===== config.mk =====
export PLATFORM = sky130hd
export DESIGN_NAME = swll_ctrl
export DESIGN_NICKNAME = d
export VERILOG_FILES = /design/src/sv/assert_macros.svh /design/src/sv/swll_pkg.sv /design/src/sv/swll_ctrl.sv
export SDC_FILE = /design/constraint.sdc
export NUM_CORES = 1
export LEC_CHECK = 0
export BUFFER_PORTS_ARGS = -buffer_cell sky130_fd_sc_hd__buf_2
export CAP_MARGIN = 25
export CELL_PAD_IN_SITES_DETAIL_PLACEMENT = 0
export CELL_PAD_IN_SITES_GLOBAL_PLACEMENT = 1
export CORE_AREA = 3 3 60 51
export CTS_BUF_LIST = sky130_fd_sc_hd__clkbuf_8
export CTS_CLUSTER_DIAMETER = 80
export DETAILED_ROUTE_END_ITERATION = 16
export DIE_AREA = 0 0 63 54
export HOLD_SLACK_MARGIN = 0.03
export PLACE_DENSITY_LB_ADDON = 0.08
export SYNTH_ARGS = -nofsm -noshare
export SYNTH_HDL_FRONTEND = slang
export SYNTH_SLANG_ARGS = --single-unit

===== constraint.sdc =====
create_clock -name clock -period 4.16 [get_ports clock]
set_input_delay 0.208 -clock clock [delete_from_list [all_inputs] [get_ports clock]]
set_output_delay 0.208 -clock clock [all_outputs]
set_load 0.02 [all_outputs]

===== src/sv/assert_macros.svh =====
// Assertion macros shared by the limiter RTL.
`ifndef ASSERT_MACROS_SVH
`define ASSERT_MACROS_SVH

// Same-cycle implication, checked on every rising clock edge outside reset.
`define SWLL_ASSERT_NOW(label, clk, rst, ante, cons, msg) \
   label: assert property (@(posedge clk) disable iff (rst) (ante) |-> (cons)) \
      else $error(msg);

// Next-cycle implication, checked on every rising clock edge outside reset.
`define SWLL_ASSERT_NEXT(label, clk, rst, ante, cons, msg) \
   label: assert property (@(posedge clk) disable iff (rst) (ante) |=> (cons)) \
      else $error(msg);

`endif


===== src/sv/swll_pkg.sv =====
// Shared types, constants and codes of the sidechain lookahead limiter.
`default_nettype none

package swll_pkg;

   // Field and datapath widths
   localparam int SAMPLE_BITS    = 24;
   localparam int FILT_BITS      = 28;
   localparam int COEF_BITS      = 26;
   localparam int GAIN_BITS      = 24;
   localparam int MIX_BITS       = 17;
   localparam int CSR_DATA_BITS  = 26;
   localparam int CSR_INDEX_BITS = 3;
   localparam int MUL_A_BITS     = 26;
   localparam int MUL_B_BITS     = 28;
   localparam int PROD_BITS      = MUL_A_BITS + MUL_B_BITS;
   localparam int ACC_BITS       = 58;
   localparam int MUL_SEL_BITS   = 5;

   // Unity gain (Q1.23) and unity mix (Q1.16)
   localparam logic [GAIN_BITS-1:0] GAIN_ONE = 24'd8388608;
   localparam logic [MIX_BITS-1:0]  MIX_ONE  = 17'd65536;

   // Register reset values
   localparam logic signed [COEF_BITS-1:0] B0_RESET      = 26'sd4194304;
   localparam logic [GAIN_BITS-1:0]        CEILING_RESET = 24'd7476355;
   localparam logic [GAIN_BITS-1:0]        RELEASE_RESET = 24'd16770227;
   localparam logic [MIX_BITS-1:0]         MIX_RESET     = 17'd65536;

   // Register indexes
   localparam logic [CSR_INDEX_BITS-1:0] CSR_BELL_B0        = 3'd0;
   localparam logic [CSR_INDEX_BITS-1:0] CSR_BELL_B1        = 3'd1;
   localparam logic [CSR_INDEX_BITS-1:0] CSR_BELL_B2        = 3'd2;
   localparam logic [CSR_INDEX_BITS-1:0] CSR_BELL_A1        = 3'd3;
   localparam logic [CSR_INDEX_BITS-1:0] CSR_BELL_A2        = 3'd4;
   localparam logic [CSR_INDEX_BITS-1:0] CSR_CEILING_LINEAR = 3'd5;
   localparam logic [CSR_INDEX_BITS-1:0] CSR_RELEASE_COEFF  = 3'd6;
   localparam logic [CSR_INDEX_BITS-1:0] CSR_WET_MIX        = 3'd7;

   // Multiplier operand selects; the ten filter products run in this order
   localparam logic [MUL_SEL_BITS-1:0] MS_B0XL  = 5'd0;
   localparam logic [MUL_SEL_BITS-1:0] MS_B1XL1 = 5'd1;
   localparam logic [MUL_SEL_BITS-1:0] MS_B2XL2 = 5'd2;
   localparam logic [MUL_SEL_BITS-1:0] MS_A1YL1 = 5'd3;
   localparam logic [MUL_SEL_BITS-1:0] MS_A2YL2 = 5'd4;
   localparam logic [MUL_SEL_BITS-1:0] MS_B0XR  = 5'd5;
   localparam logic [MUL_SEL_BITS-1:0] MS_B1XR1 = 5'd6;
   localparam logic [MUL_SEL_BITS-1:0] MS_B2XR2 = 5'd7;
   localparam logic [MUL_SEL_BITS-1:0] MS_A1YR1 = 5'd8;
   localparam logic [MUL_SEL_BITS-1:0] MS_A2YR2 = 5'd9;
   localparam logic [MUL_SEL_BITS-1:0] MS_REL   = 5'd10;
   localparam logic [MUL_SEL_BITS-1:0] MS_WETL  = 5'd11;
   localparam logic [MUL_SEL_BITS-1:0] MS_WETR  = 5'd12;
   localparam logic [MUL_SEL_BITS-1:0] MS_MIXWL = 5'd13;
   localparam logic [MUL_SEL_BITS-1:0] MS_MIXAL = 5'd14;
   localparam logic [MUL_SEL_BITS-1:0] MS_MIXWR = 5'd15;
   localparam logic [MUL_SEL_BITS-1:0] MS_MIXAR = 5'd16;

   // Accumulator operations
   localparam logic [1:0] ACC_NONE = 2'd0;
   localparam logic [1:0] ACC_LOAD = 2'd1;
   localparam logic [1:0] ACC_ADD  = 2'd2;
   localparam logic [1:0] ACC_SUB  = 2'd3;

   typedef struct packed {
      logic signed [SAMPLE_BITS-1:0] audio_left;
      logic signed [SAMPLE_BITS-1:0] audio_right;
      logic signed [SAMPLE_BITS-1:0] side_left;
      logic signed [SAMPLE_BITS-1:0] side_right;
      logic                          block_end;
   } req_payload_type;

   typedef struct packed {
      logic signed [SAMPLE_BITS-1:0] limited_left;
      logic signed [SAMPLE_BITS-1:0] limited_right;
      logic [GAIN_BITS-1:0]          gain_applied;
      logic                          block_end_out;
   } rsp_payload_type;

   // Controller to datapath commands
   typedef struct packed {
      logic                    load_in;
      logic [MUL_SEL_BITS-1:0] mul_sel;
      logic [1:0]              acc_op;
      logic                    acc_ch;
      logic                    filt_done;
      logic                    peak_en;
      logic                    div_init;
      logic                    div_step;
      logic                    want_en;
      logic                    gain_en;
      logic                    wet_en;
      logic                    out_load;
   } swll_cmd_type;

   // Datapath to controller status
   typedef struct packed {
      logic limit;
   } swll_status_type;

endpackage

`default_nettype wire


===== src/sv/swll_ctrl.sv =====
// Sequencing state machine of the limiter: issues datapath commands per item.
`default_nettype none

module swll_ctrl import swll_pkg::*; (
   input  wire logic            clock,
   input  wire logic            reset,
   input  wire logic            req_valid,
   output logic                 req_ready,
   output logic                 rsp_valid,
   input  wire logic            rsp_ready,
   input  wire swll_status_type status,
   output swll_cmd_type         cmd
);
   localparam logic [3:0] ST_IDLE = 4'd0;
   localparam logic [3:0] ST_FILT = 4'd1;
   localparam logic [3:0] ST_FOUT = 4'd2;
   localparam logic [3:0] ST_PEAK = 4'd3;
   localparam logic [3:0] ST_DIVI = 4'd4;
   localparam logic [3:0] ST_DIV  = 4'd5;
   localparam logic [3:0] ST_WANT = 4'd6;
   localparam logic [3:0] ST_REL  = 4'd7;
   localparam logic [3:0] ST_RELW = 4'd8;
   localparam logic [3:0] ST_GAIN = 4'd9;
   localparam logic [3:0] ST_WET  = 4'd10;
   localparam logic [3:0] ST_WETR = 4'd11;
   localparam logic [3:0] ST_MIX  = 4'd12;
   localparam logic [3:0] ST_DONE = 4'd13;

   localparam logic [4:0] TAPS      = 5'd5;
   localparam logic [4:0] FILT_LAST = 5'd10;
   localparam logic [4:0] DIV_LAST  = 5'd23;
   localparam logic [4:0] WET_LAST  = 5'd2;
   localparam logic [4:0] MIX_LAST  = 5'd4;

   logic [3:0] state_ff, state_in;
   logic [4:0] cnt_ff, cnt_in;
   logic       rsp_valid_ff, rsp_valid_in;
   logic [4:0] tap;

   // Next state and command decode
   always_comb begin
      state_in  = state_ff;
      cnt_in    = cnt_ff + 5'd1;
      cmd       = '0;
      req_ready = (state_ff == ST_IDLE);
      tap       = (cnt_ff < TAPS) ? cnt_ff : cnt_ff - TAPS;
      unique case (state_ff)
         ST_IDLE: begin
            cnt_in = '0;
            if (req_valid) begin
               cmd.load_in = 1'b1;
               state_in    = ST_FILT;
            end
         end
         ST_FILT: begin
            // ten products, left filter then right; last count drains
            if (cnt_ff < FILT_LAST) begin
               cmd.mul_sel = MS_B0XL + cnt_ff;
               cmd.acc_ch  = (cnt_ff >= TAPS);
               case (tap) inside
                  5'd0:       cmd.acc_op = ACC_LOAD;
                  5'd1, 5'd2: cmd.acc_op = ACC_ADD;
                  default:    cmd.acc_op = ACC_SUB;
               endcase
            end else begin
               state_in = ST_FOUT;
            end
         end
         ST_FOUT: begin
            cmd.filt_done = 1'b1;
            state_in      = ST_PEAK;
         end
         ST_PEAK: begin
            cmd.peak_en = 1'b1;
            state_in    = ST_DIVI;
         end
         ST_DIVI: begin
            cnt_in = '0;
            if (status.limit) begin
               cmd.div_init = 1'b1;
               state_in     = ST_DIV;
            end else begin
               state_in = ST_WANT;
            end
         end
         ST_DIV: begin
            cmd.div_step = 1'b1;
            if (cnt_ff == DIV_LAST) begin
               state_in = ST_WANT;
            end
         end
         ST_WANT: begin
            cmd.want_en = 1'b1;
            state_in    = ST_REL;
         end
         ST_REL: begin
            cmd.mul_sel = MS_REL;
            cmd.acc_op  = ACC_LOAD;
            state_in    = ST_RELW;
         end
         ST_RELW: begin
            state_in = ST_GAIN;
         end
         ST_GAIN: begin
            cmd.gain_en = 1'b1;
            cnt_in      = '0;
            state_in    = ST_WET;
         end
         ST_WET: begin
            case (cnt_ff)
               5'd0: begin
                  cmd.mul_sel = MS_WETL;
                  cmd.acc_op  = ACC_LOAD;
               end
               5'd1: begin
                  cmd.mul_sel = MS_WETR;
                  cmd.acc_op  = ACC_LOAD;
                  cmd.acc_ch  = 1'b1;
               end
               default: begin
               end
            endcase
            if (cnt_ff == WET_LAST) begin
               state_in = ST_WETR;
            end
         end
         ST_WETR: begin
            cmd.wet_en = 1'b1;
            cnt_in     = '0;
            state_in   = ST_MIX;
         end
         ST_MIX: begin
            case (cnt_ff)
               5'd0: begin
                  cmd.mul_sel = MS_MIXWL;
                  cmd.acc_op  = ACC_LOAD;
               end
               5'd1: begin
                  cmd.mul_sel = MS_MIXAL;
                  cmd.acc_op  = ACC_ADD;
               end
               5'd2: begin
                  cmd.mul_sel = MS_MIXWR;
                  cmd.acc_op  = ACC_LOAD;
                  cmd.acc_ch  = 1'b1;
               end
               5'd3: begin
                  cmd.mul_sel = MS_MIXAR;
                  cmd.acc_op  = ACC_ADD;
                  cmd.acc_ch  = 1'b1;
               end
               default: begin
               end
            endcase
            if (cnt_ff == MIX_LAST) begin
               state_in = ST_DONE;
            end
         end
         ST_DONE: begin
            // hold until the output register is free
            if (!rsp_valid_ff || rsp_ready) begin
               cmd.out_load = 1'b1;
               state_in     = ST_IDLE;
            end
         end
         default: begin
            state_in = ST_IDLE;
         end
      endcase
   end

   // Result beat valid flag
   always_comb begin
      rsp_valid_in = rsp_valid_ff;
      if (cmd.out_load) begin
         rsp_valid_in = 1'b1;
      end else if (rsp_ready) begin
         rsp_valid_in = 1'b0;
      end
   end

   always_ff @(posedge clock) begin
      if (reset) begin
         state_ff     <= ST_IDLE;
         cnt_ff       <= '0;
         rsp_valid_ff <= 1'b0;
      end else begin
         state_ff     <= state_in;
         cnt_ff       <= cnt_in;
         rsp_valid_ff <= rsp_valid_in;
      end
   end

   assign rsp_valid = rsp_valid_ff;
endmodule

`default_nettype wire


==> flow_metrics.tcl, run 1 <==
set metrics [dict create \
    status "complete, no violations" \
    cts_buffers 3 \
    post_cts_buffers 0 \
    peakVddDrop_mv 0.2140 \
    start_util_pct 41.41 \
    via_per_inst 5.688 \
    rows 16 \
    ctsResizeCount 0 \
    critPathArrivalTime_ps 2230 \
    grt_start_max_net_pins 22 \
    rsz0062_at_grt "false" \
    clk_latency_ps 240 \
    grt-ovfl-total 0 \
    synth_top_area_share_pct 19.63 \
    setup_slack_ps 1723 \
    path_depth 7 \
    critical_path_class "flop to primary output" \
    startpoint_type "flop" \
    grt_pass1_wl_um 4471 \
    nets 166 \
    synth_fp_nets 150 \
    tns_ps 0 \
    portBuffers 23 \
    area_growth_pct 16.07 \
    layout-drive-gt1-share_pct 20.51 \
    r2r_setup_slack_ps 2030 \
    gp_congestion 0.7792 \
    dr.first_iter.drc_count 39 \
    critPathRequiredTime_ps 3950 \
    setup_viol 0 \
    cp-end-kind "primary output" \
    synth_area_sq_um 1020 \
    mostFrequentLayoutCells "23 x buf_2, 17 x nor2_1, 10 x dfxtp_1" \
    synth_edf_count 0 \
    whs_ps 219.5 \
    cts.clk_slew.worst_paths_ps 50 \
    reg2regPathDepth 5 \
    ioPinCount 24 \
    die_w_um 63 \
    async_reset_ff_share_pct 0 \
    die_h_um 54 \
    coreArea_sq_um 2462 \
    holdPathStages 2 \
    cp_slowest_stage_delay_ps 550 \
    dr.pass1.iters 4 \
    via_count 1092 \
    synth-seq-cells 10 \
    tightest_slew_ps 639.4 \
    skew_ps 5.643 \
    antenna-diode-count 0 \
    dpl_worst_slack_ps 2030 \
    yosysSeqAreaShare_pct 19.63 \
    crit_buf_inv 3 \
    clock_sinks 10 \
    hold_buffers 0 \
    cp_max_fo 12 \
    clk_path_buf_depth 2 \
    dp_hpwl_um 1898 \
    antenna_found_initial 0 \
    r2r_start "cnt_ff[1]" \
    cts_tree "yes" \
    path_delay_family "compound AO/OA/AOI/OAI gates" \
    worstHoldPathType "primary input to flop" \
    p_per_area_nw_per_um2 447.1 \
    yosysTopAreaCell "dfxtp_1" \
    syn_avg_cell_area_sq_um 7.232 \
    r2r-end "state_ff[2]" \
    dp.cells 188 \
    relSlewSlack_pct 57.05 \
    die-area_sq_um 3402 \
    crit_chain "inv_1, ha_1, inv_1, o21ai_0, a2111oi_0, o21ai_0, buf_2" \
    cts-root-buf "clkbuf_8" \
    hold_viol 0 \
    instances_no_fill 192 \
    drv_slew 0 \
    routed_wl_um 2639 \
    period_share_pct 58.57 \
    worstHoldEndpoint "rsp_valid" \
    fin_total_pwr_mw 0.5292 \
    grt_pass1_vias 908 \
    critPathSlowestCell "dfxtp_1" \
    mostFrequentLayoutCell "buf_2" \
    p_leak_nw 0.5059 \
    wire_per_inst_um 13.74 \
    drc 0 \
    synthFlopType "dfxtp_1" \
    max_freq_mhz 410.4 \
    hold_path_startpoint "reset" \
    ant_nets 0 \
    period_minus_slack_ps 2437 \
    syn_inst 141 \
    yosysWarnings 0 \
    synth_cell_types 50 \
    cts-htree-levels 1 \
    netlist_top_cells_area "dfxtp_1 20%, nor2_1 6.3%, ha_1 4.9%" \
    grt_use_total_pct 16.65 \
    cap_violations 0 \
]
-- final cells by class --
cell class	count	area [sq um]
repair buffers	23	115.1
multi-input cells	112	742.0
clock buffers	4	55.05
flip-flops and latches	10	200.2
well taps	36	45.04
fillers	275	1279
inverters	7	26.28
-- cell usage after synthesis, types with 3 or more instances --
master     n
o21ai_0    9
nor2_1    17
nand2b_1   6
inv_1      7
a21oi_1    7
clkbuf_1   9
a211oi_1   4
nand3_1    3
ha_1       4
nand2_1    7
dfxtp_1   10
nor3_1     4
-- cells by family (layout without fill, tap and decap cells) --
family | Yosys count | count (layout) | share of synthesized area (%)
DFF | 10 | 10 | 19.63
buffers and inverters | 19 | 34 | 7.608
and+or+nand+nor | 61 | 61 | 35.58
muxes | 2 | 2 | 1.963
adders and majority gates | 4 | 4 | 4.908
xor gates and xnor gates | 4 | 4 | 3.436
AOI/OAI and AO/OA | 41 | 41 | 26.87
-- layer usage --
layer	share of wire [%]	wire length, um	track usage, %	up-vias
li1	-	-	-	547
met1	51	1345	25.03	501
met2	40	1058	22.24	40
met3	8.2	217	4.593	4
met4	0.64	17	5.128	0
met5	0	0	0	-
-- state kept, by name, indices dropped and copies added, names as in the netlist --
| signal | count |
|---|---|
| state_ff | 4 |
| rsp_valid | 1 |
| cnt_ff | 5 |
-- per-stage QoR --
step / instance area [sq um] / utilization [%]
after global routing: 1184 / 48.07
after CTS: 1184 / 48.07
final: 1184 / 48.07
after detailed placement: 1129 / 45.83
after global placement: 1129 / 45.83
after floorplan: 1020 / -
-- where the power goes --
group | internal (mW) | switching [mW] | total [mW] | leakage [nW]
Combinational | 0.110 | 0.139 | 0.250 | 0.396
Clock | 0.0834 | 0.0408 | 0.124 | 0.0288
Sequential | 0.109 | 0.0468 | 0.155 | 0.0811
Total | 0.303 | 0.227 | 0.529 | 0.506
-- worst max-delay path by stage --
stage	endpoint	slack (ps)	startpoint
finish	cmd[9]	1720	cnt_ff[0]
global route	cmd[9]	1480	cnt_ff[0]
CTS	cmd[9]	1760	cnt_ff[0]
detailed placement	cmd[9]	2030	cnt_ff[0]
global placement	cmd[9]	1900	cnt_ff[0]
floorplan	cmd[9]	2110	cnt_ff[0]
Power figures use the tool's default switching activity.
==> run 2, diff against run 1 <==
--- a/config.mk
+++ b/config.mk
@@ -5,15 +5,16 @@
 export SDC_FILE = /design/constraint.sdc
 export NUM_CORES = 1
 export LEC_CHECK = 0
+export ABC_AREA = 1
 export BUFFER_PORTS_ARGS = -buffer_cell sky130_fd_sc_hd__buf_2
 export CAP_MARGIN = 25
 export CELL_PAD_IN_SITES_DETAIL_PLACEMENT = 0
 export CELL_PAD_IN_SITES_GLOBAL_PLACEMENT = 1
-export CORE_AREA = 3 3 60 51
+export CORE_AREA = 3 3 69 58
 export CTS_BUF_LIST = sky130_fd_sc_hd__clkbuf_8
 export CTS_CLUSTER_DIAMETER = 80
 export DETAILED_ROUTE_END_ITERATION = 16
-export DIE_AREA = 0 0 63 54
+export DIE_AREA = 0 0 72 61
 export HOLD_SLACK_MARGIN = 0.03
 export PLACE_DENSITY_LB_ADDON = 0.08
 export SYNTH_ARGS = -nofsm -noshare
==> constraint.sdc (replaced) <==
create_clock -name clock -period 2.1 [get_ports clock]
set_input_delay 0.105 -clock clock [delete_from_list [all_inputs] [get_ports clock]]
set_output_delay 0.105 -clock clock [all_outputs]
set_load 0.02 [all_outputs]
==> run 2 against run 1 <==
Hold slack lost 120 ps. Sequential share of layout area is 1.3 points lower. Highest routed layer unchanged. Register-to-register slack worse by 1500 ps. Clock skew down 1.1 ps.
==> flow_metrics.tcl, run 2 <==
set metrics [dict create \
    drv_slew 0 \
    grt-ovfl-total 0 \
    synth_area_sq_um 1084 \
    cts_tree "yes" \
    synth_edf_count 0 \
    mostFrequentLayoutCell "nand2_1" \
    cp_max_fo 7 \
    crit_path_end "cmd[9]" \
    synth_cell_types 23 \
    r2r_setup_slack_ps 540 \
    synth_compound_area_share_pct 7.275 \
    portBuffers 23 \
    synth_most_common_cell "nand2_1" \
    grt_pass1_vias 1034 \
    peakVddDrop_mv 0.8054 \
    syn_avg_cell_area_sq_um 5.643 \
    cts-root-buf "clkbuf_8" \
    grt_use_total_pct 14.23 \
    synth_top_area_share_pct 20.09 \
    die-area_sq_um 4392 \
    dpl_worst_slack_ps 319.2 \
    r2r_start "cnt_ff[0]" \
    dr.pass1.iters 4 \
    drc 0 \
    critPathRequiredTime_ps 2000 \
    fillCellCount 393 \
    holdPathStages 2 \
    status "complete, no violations" \
    antenna_found_initial 0 \
    cts-htree-levels 1 \
    top_register "cnt_ff" \
    synth-seq-cells 10 \
    max_freq_mhz 528.5 \
    crit_start "cnt_ff[0]" \
    grt_start_max_net_pins 9 \
    via_count 1209 \
    tightest_slew_ps 443.5 \
    cp-end-kind "primary output" \
    worstHoldPathType "primary input to flop" \
    synth_xor_area_share_pct 1.617 \
    clock_sinks 10 \
    routed_wl_um 2955 \
    dr.first_iter.drc_count 107 \
    netlist_top_cells_area "nand2_1 20%, dfxtp_1 18%, nor2_1 13%" \
    yosysTopAreaCell "nand2_1" \
    gp_congestion 0.8627 \
    ant_nets 0 \
    syn_inst 192 \
    yosysWarnings 0 \
    die_h_um 61 \
    async_reset_ff_share_pct 0 \
    largest_register_ff_count 5 \
    synth.area.mux_share_pct 0 \
    wire_per_inst_um 11.37 \
    synth_simple_gate_area_share_pct 56.47 \
    synth_top_family_by_area "simple AND/OR/NAND/NOR gates" \
    period_share_pct 90.11 \
    yosysSeqAreaShare_pct 18.48 \
    startpoint_type "flop" \
    period_minus_slack_ps 1892 \
    reg2regPathDepth 11 \
    hold_viol 0 \
    antenna-diode-count 0 \
    clk_latency_ps 240 \
    critical_path_class "flop to primary output" \
    mostFrequentLayoutCells "58 x nand2_1, 37 x nor2_1, 23 x buf_2" \
    die_w_um 72 \
    setup_slack_ps 207.8 \
    layout-drive-gt1-share_pct 23.39 \
    dp_hpwl_um 2485 \
    r2r-end "state_ff[0]" \
    skew_ps 4.550 \
    tns_ps 0 \
    synthFlopType "dfxtp_1" \
    cts_buffers 3 \
    via_per_inst 4.650 \
    ioPinCount 24 \
    synth_common_cells "58 x nand2_1, 37 x nor2_1, 22 x inv_1" \
    critPathArrivalTime_ps 1790 \
    rows 19 \
    p_per_area_nw_per_um2 1172 \
    start_util_pct 31.87 \
    area_growth_pct 20.09 \
    coreArea_sq_um 3400 \
    setup_viol 0 \
    p_leak_nw 0.7465 \
    hold_path_startpoint "reset" \
    clk_path_buf_depth 2 \
    yosys.area_share.adder_pct 4.619 \
    cts.clk_slew.worst_paths_ps 50 \
    synth_fp_nets 201 \
    grt_pass1_wl_um 4905 \
    nets 228 \
    cap_violations 0 \
    rsz0062_at_grt "false" \
    relSlewSlack_pct 70.31 \
]
[run 2: how the worst min path moves through the flow]
stage                             end
after floorplan           state_ff[0]
after global placement    state_ff[1]
after detailed placement  state_ff[0]
after CTS                 state_ff[0]
after global routing      state_ff[1]
final                     state_ff[0]
[run 2: logic make-up (layout without fill, tap and decap cells)]
logic type,count (synthesis),after routing
xor+xnor,2,2
buf+inv,30,56
flops,10,10
fa+ha+maj,4,4
compound gates,12,12
simple gates,134,134
[run 2: through the flow]
| stage | power (mW) | utilization [%] | instance area [sq um] | hold WS (ps) | instances |
|---|---|---|---|---|---|
| final | 1.526 | 38.28 | 1301 | 96.25 | 260 |
| after global routing | 1.670 | 38.28 | 1301 | 96.28 | 260 |
| after CTS | 1.530 | 38.09 | 1295 | 87.78 | 260 |
| after detailed placement | 1.276 | 36.47 | 1240 | 346.5 | 256 |
| after global placement | 1.291 | 36.47 | 1240 | 326.9 | 256 |
| after floorplan | 1.025 | - | 1084 | 176.5 | 192 |
[run 2: metal layers]
metal | GRT usage [%] | vias up | routed length [um]
li1 | - | 645 | -
met1 | 23.62 | 522 | 1659
met2 | 18.19 | 38 | 1075
met3 | 1.325 | 4 | 189
met4 | 4.826 | 0 | 31
met5 | 0 | - | 0
[run 2: critical path, stage by stage (launching register included)]
cell and delay, ps:
dfxtp_2 400, inv_1 120, ha_1 240, inv_1 60, nand2_1 70, nand2_1 70, nand3_1 90, a21oi_2 150
nand3_1 90, nand2_1 70, nand2_1 40, buf_2 160
[run 2: what timing repair did]
item                       in CTS  in global routing
buffers inserted                0                  0
gates resized for setup         0                  3
setup endpoints to repair       0                  3
hold buffers                    0                  0
[run 2: layout make-up]
| cell class | count | area, sq um | area share, % |
|---|---|---|---|
| timing repair buffer | 24 | 122.6 | 9.423 |
| tap | 42 | 52.55 | 4.038 |
| multi-input combinational | 152 | 762.0 | 58.56 |
| inverter | 28 | 106.4 | 8.173 |
| sequential | 10 | 202.7 | 15.58 |
| clock buffer | 4 | 55.05 | 4.231 |
[run 2: power by group]
part           total (mW)  leakage [nW]  internal, mW  switching, mW
Combinational       0.972         0.635         0.305          0.668
Clock               0.241        0.0288         0.165         0.0760
Sequential          0.313        0.0826         0.239         0.0733
Total                1.53         0.746         0.709          0.817
